--- config.mk ---
export PLATFORM = sky130hd
export DESIGN_NAME = lfbc_eval
export DESIGN_NICKNAME = d
export VERILOG_FILES = /design/src/lfbc_pkg.sv /design/src/lfbc_eval.sv
export SDC_FILE = /design/constraint.sdc
export NUM_CORES = 1
export LEC_CHECK = 0
export BUFFER_PORTS_ARGS = -buffer_cell sky130_fd_sc_hd__buf_4
export CAP_MARGIN = 15
export CORE_ASPECT_RATIO = 2
export CORE_MARGIN = 3
export CORE_UTILIZATION = 35
export CTS_CLUSTER_DIAMETER = 50
export DETAILED_ROUTE_END_ITERATION = 16
export PLACE_DENSITY = 0.59
export SYNTH_ARGS = -nofsm -noshare
export SYNTH_HDL_FRONTEND = slang
export SYNTH_SLANG_ARGS = --single-unit
--- constraint.sdc ---
create_clock -name clk -period 8.78 [get_ports clk]
set_input_delay 1.317 -clock clk [delete_from_list [all_inputs] [get_ports clk]]
set_output_delay 1.317 -clock clk [all_outputs]
set_load 0.02 [all_outputs]
--- src/lfbc_pkg.sv ---
package lfbc_pkg;

  localparam int XLEN = 64;

  localparam int DEF_REGION_SHIFT   = 32;
  localparam int DEF_MIN_SIZE_SHIFT = 4;
  localparam int DEF_NUM_REGIONS    = 64;

  localparam int FUNC_W  = 3;
  localparam int EIDX_W  = 6;
  localparam int FAULT_W = 2;
  localparam int CFG_IDX_W = 1;

  // in_tdata layout, lowest bit up
  localparam int IN_DATA_W = 328;
  localparam int IN_PTR_LO = 0;
  localparam int IN_WIT_LO = 64;
  localparam int IN_SZ_LO  = 128;
  localparam int IN_EI_LO  = 192;
  localparam int IN_EM_LO  = 198;
  localparam int IN_ES_LO  = 262;

  localparam int OUT_DATA_W = 72;

  localparam logic [FUNC_W-1:0] FN_WRITE   = 3'd0;
  localparam logic [FUNC_W-1:0] FN_DEREF   = 3'd1;
  localparam logic [FUNC_W-1:0] FN_INNER   = 3'd2;
  localparam logic [FUNC_W-1:0] FN_OUTFLOW = 3'd3;
  localparam logic [FUNC_W-1:0] FN_LOWER   = 3'd4;
  localparam logic [FUNC_W-1:0] FN_UPPER   = 3'd5;
  localparam logic [FUNC_W-1:0] FN_SIZEIDX = 3'd6;
  localparam logic [FUNC_W-1:0] FN_RSVD    = 3'd7;

  localparam logic [FAULT_W-1:0] FAULT_NONE    = 2'd0;
  localparam logic [FAULT_W-1:0] FAULT_DEREF   = 2'd1;
  localparam logic [FAULT_W-1:0] FAULT_OUTFLOW = 2'd2;

  localparam logic [CFG_IDX_W-1:0] CFG_REPORT_OVERFLOW = 1'd0;
  localparam logic [CFG_IDX_W-1:0] CFG_WIDE_UPPER      = 1'd1;

  typedef struct packed {
    logic [XLEN-1:0] mask;
    logic [XLEN-1:0] size;
  } entry_t;

  // word handed from address arithmetic to the compare/select stage
  typedef struct packed {
    logic [FUNC_W-1:0]  func;
    logic               fat;
    logic [XLEN-1:0]    diff;
    logic [XLEN-1:0]    lim;
    logic               ovf;
    logic [XLEN-1:0]    pre;
    logic [7:0]         grp_nz;
    logic [7:0][2:0]    grp_pos;
    logic               pow2;
    logic               zero;
  } s2_t;

endpackage

--- src/lfbc_eval.sv ---
module lfbc_eval import lfbc_pkg::*; #(
  parameter int MIN_SIZE_SHIFT = DEF_MIN_SIZE_SHIFT
) (
  input  logic                  clk,
  input  logic                  rst_n,
  input  logic                  s1_valid,
  input  s2_t                   s1_word,
  output logic                  s2_ready,
  output logic                  out_valid,
  input  logic                  out_ready,
  output logic [FAULT_W-1:0]    out_fault,
  output logic [XLEN-1:0]       out_value,
  output logic                  out_fat
);

  s2_t  s2_r;
  logic s2_v_r, s2_v_nxt;
  logic out_v_r, out_v_nxt;
  logic out_free, s2_ld, out_ld;

  logic [FAULT_W-1:0] fault_nxt;
  logic [XLEN-1:0]    value_nxt;
  logic               fat_nxt;
  logic [2:0]         hg, hp;
  logic [6:0]         bits, idx;
  logic               over;

  assign out_free = !out_v_r || out_ready;
  assign s2_ready = !s2_v_r || out_free;
  assign s2_ld    = s1_valid && s2_ready;
  assign out_ld   = s2_v_r && out_free;

  assign s2_v_nxt  = s2_ld ? 1'b1 : (out_ld ? 1'b0 : s2_v_r);
  assign out_v_nxt = out_ld ? 1'b1 : (out_ready ? 1'b0 : out_v_r);

  always_ff @(posedge clk) begin
    if (!rst_n) begin
      s2_v_r  <= 1'b0;
      out_v_r <= 1'b0;
    end else begin
      s2_v_r  <= s2_v_nxt;
      out_v_r <= out_v_nxt;
    end
  end

  // highest set bit of the size operand from the per-byte encodings
  always_comb begin
    hg = 3'd0;
    hp = 3'd0;
    for (int g = 0; g < 8; g++) begin
      if (s2_r.grp_nz[g]) begin
        hg = 3'(g);
        hp = s2_r.grp_pos[g];
      end
    end
    bits = 7'({hg, hp}) + 7'd1;
    if (s2_r.zero || bits <= 7'(MIN_SIZE_SHIFT)) begin
      idx = 7'd1;
    end else begin
      idx = bits - 7'(MIN_SIZE_SHIFT) + 7'(!s2_r.pow2);
    end
  end

  assign over = s2_r.diff > s2_r.lim;

  always_comb begin
    fault_nxt = FAULT_NONE;
    value_nxt = '0;
    fat_nxt   = s2_r.fat;
    unique case (s2_r.func)
      FN_DEREF, FN_INNER: begin
        if (s2_r.ovf || over) fault_nxt = FAULT_DEREF;
      end
      FN_OUTFLOW: begin
        if (over) fault_nxt = FAULT_OUTFLOW;
      end
      FN_LOWER, FN_UPPER: value_nxt = s2_r.pre;
      FN_SIZEIDX:         value_nxt = XLEN'(idx);
      default:            fat_nxt = 1'b0;
    endcase
  end

  always_ff @(posedge clk) begin
    if (s2_ld) begin
      s2_r <= s1_word;
    end
    if (out_ld) begin
      out_fault <= fault_nxt;
      out_value <= value_nxt;
      out_fat   <= fat_nxt;
    end
  end

  assign out_valid = out_v_r;

  a_s2_holds: assert property (@(posedge clk) disable iff (!rst_n)
    s2_v_r && !out_free |=> s2_v_r)
    else $error("stage 2 word lost while output stalled");

  a_out_holds: assert property (@(posedge clk) disable iff (!rst_n)
    out_v_r && !out_ready |=> out_v_r && $stable(out_value))
    else $error("result word changed while stalled");

endmodule

==> results by group <==
Worst setup path
  • Cell repeated most along the worst path: buf_4
  • Crit path DAT: 2040 ps
  • Crit path kind: in2out
  • Worst path max stage delay: 310 ps
  • RR Endpoint: out_value[3]
  • Launch point of the worst reg-to-reg path: s2_r[30]
  • Crit path cell chain: buf_4 -> nor2b_1 -> nand2_1 -> buf_4
  • Reg2reg setup slack: 5740 ps
  • Critical path's slowest cell: nor2b_1
  • Crit. End Element: output pin
  • CP required: roughly 7500 ps
  • CP startpoint kind: input pin
  • CP max FO: 4
  • Worst Reg2Reg Path Length in Cells: 13

Clock tree
  • Htree depth: 1
  • Setup Fix Bufs, Post-CTS: 0
  • CTS root buffer: clkbuf_16
  • Post_cts resized: 0
  • Clock slew at the register clock pins of the worst setup and hold paths: 60 ps
  • Clock Sink Count: 300
  • CTS tree: done
  • Clock Latency Late Sink: 540 ps
  • CTS max path bufs: 3
  • CTS buffer count: 26
  • # hold bufs at CTS: 0

Floorplanning
  • # IOs: 304
  • Standard-cell rows: 94
  • Core footprint: between 0.03 and 0.04 mm2
  • Die ar.: 0.0361 mm2
  • Die width: ~140 um
  • Die Ht: 266 um
  • Initial core utilization: 0.357

Power and ir drop
  • Leakage: 6.27 nW
  • P per Cell Area: roughly 200 mW/mm2
  • Worst vdd ir: 0.164 mV

Timing
  • Fmax: 298 MHz
  • RSZ-0062 raised after global routing: false
  • Final Hold Violating Endpoints: 0
  • Fin crit share: 0.382
  • Min Tclk post-route: approximately 3400 ps
  • Clock Skew: approximately 16 ps
  • Worst-margin pin slew: about 1000 ps
  • Endpoints failing setup: 0
  • Setup TNS: 0 ps
  • Max_slew headroom: 0.308
  • Slew Limit Fails: 0

Final layout
  • Fin util: 0.468
  • Nets: 1346
  • Design area: between 0.015 and 0.02 mm2
  • Share of cells above drive strength 1: 0.333
  • Final Non-Filler Cells: 1493
  • Area Overhead vs Synth: 31.1%

Global routing
  • Largest net degree at the start of global routing: 79
  • Total GRT Usage: 0.135
  • Initial antenna violation count: 1
  • Vias in the first global route: roughly 7000
  • Total grt overflow: 0
  • First-pass GRT wire length: 37.3 mm

Yosys
  • Synth area leader: edfxtp_1
  • Yosys warns: 0
  • Leading post-synthesis cells by cell area: edfxtp_1, ha_1, and2_1
  • Syn Area/Cell: 16.4 um2
  • Post-synth net total: roughly 1000
  • Fraction of the yosys area taken by sequential cells: 0.762
  • Yosys cell types: 53
  • Synth Flop Type: edfxtp_1
  • Syn Inst Count: 721
  • Async set-reset flop share out of synthesis: 0
  • Top-count cell post-synth: edfxtp_1
  • Yosys reg bits: 300
  • Post-Syn Area: 0.0118 mm2
  • Commonest cells post-synth: edfxtp_1, inv_1, ha_1, and2_1, a21oi_1
  • Post-synth EDFFs: 298
  • Yosys top cell area share: 0.758

Routing
  • Detailed Routing Iterations Pass 1: 4
  • DR WL/cell: 16.6 um
  • Via count: 6697
  • Detail-routed via count per cell: 4.49
  • Post-Route WL: 24.8 mm
  • DR DRC count: 0
  • Iter 0 DRT Violations: 250
  • DRT antenna net count: 0

Worst hold path
  • Hold Path Class: reg2reg
  • Min-Delay Endpoint: out_value[43]
  • HP Start: s2_r[77]
  • Worst hold path cell count: 1

Placed design
  • Post-DP Area: 0.0146 mm2
  • Post-DP HPWL: 19.3 mm
  • Routability congestion estimate: roughly 0.74
  • Inst Count DP: 1448
  • PortBufs: 303

Job
  • Max-cap viol count: 0

Outcome
  • Status: completed
-- worst max-delay path: cells and delay by family --
kind                   cells  cell delay [ps]
and+or+nand+nor            2              440
buffers and inverters      2              290
-- cell usage in the layout, fill, tap and decap left out, types with 3 or more instances in the layout --
master and count:
edfxtp_1 298, clkbuf_1 4, o211ai_1 4, nor2b_1 7
a211oi_1 5, nor3_1 12, and2_1 60, buf_4 307
or3_1 5, xnor2_1 4, o21a_1 5, a31oi_1 3
o21ai_0 17, a21oi_1 25, nand3_1 11, inv_1 76
nor3b_1 3, a22o_1 5, clkinv_1 5, clkbuf_16 27
a21o_1 11, nor2_1 16, nand4_1 12, bufinv_16 4
nand2_1 22, ha_1 67
-- cell type report --
cell class              count  area (um2)
clock inverters            13         173
multi-input cells         332        2480
fillers                  2872       17600
flip-flops and latches    300        8990
clock buffers              31         691
inverters                  77         289
repair buffers            307        2300
diodes                      1        2.50
well taps                 432         541
-- metal layers --
metal,share of wire,up-vias,track usage
met5,0,-,0
met1,0.31,3072,0.127
met4,0.036,0,0.0589
met3,0.075,46,0.0320
li1,-,3334,-
met2,0.58,245,0.269
-- sequential cells by signal, summed over array words and instances, names as in the netlist --
signal,cells
s2_r,231
out_value,64
out_fault,2
out_fat,1
out_valid,1
s2_v_r,1
-- cell families (layout without fill, tap and decap cells) --
logic type / after synthesis / in the layout / synth area share
buffers and inverters: 89 / 428 / 0.0293
flip-flops: 300 / 300 / 0.762
AO/OA/AOI/OAI: 96 / 96 / 0.0559
adder cells (fa/ha/maj): 67 / 67 / 0.0710
other: 0 / 1 / 0
XOR/XNOR: 6 / 6 / 0.00445
AND/OR/NAND/NOR: 163 / 163 / 0.0776
-- where the power goes --
| part | leakage (nW) | switching (mW) | internal, mW |
|---|---|---|---|
| combinational | 2.95 | 0.138 | 0.139 |
| clock | 0.419 | 0.490 | 0.678 |
| sequential | 2.90 | 0.0236 | 1.67 |
| total | 6.27 | 0.651 | 2.49 |
-- how the worst max path moves through the flow --
stage	from	end	cells after the start
finish	out_ready	s2_ready	4
global route	out_ready	s2_r[136]	6
CTS	out_ready	s2_ready	4
detailed placement	out_ready	s2_r[136]	6
global placement	out_ready	s2_r[155]	6
floorplan	out_ready	s2_r[0]	3
-- per-stage QoR --
stage	power [mW]	setup WS (ps)	hold slack, ps
after global routing	3.29	5340	536
after floorplan	1.87	1290	477
after CTS	3.19	5420	516
final	3.14	5420	513
after global placement	2.00	4920	499
after detailed placement	2.01	4890	501
No activity file was read; power rests on OpenSTA's default activity.
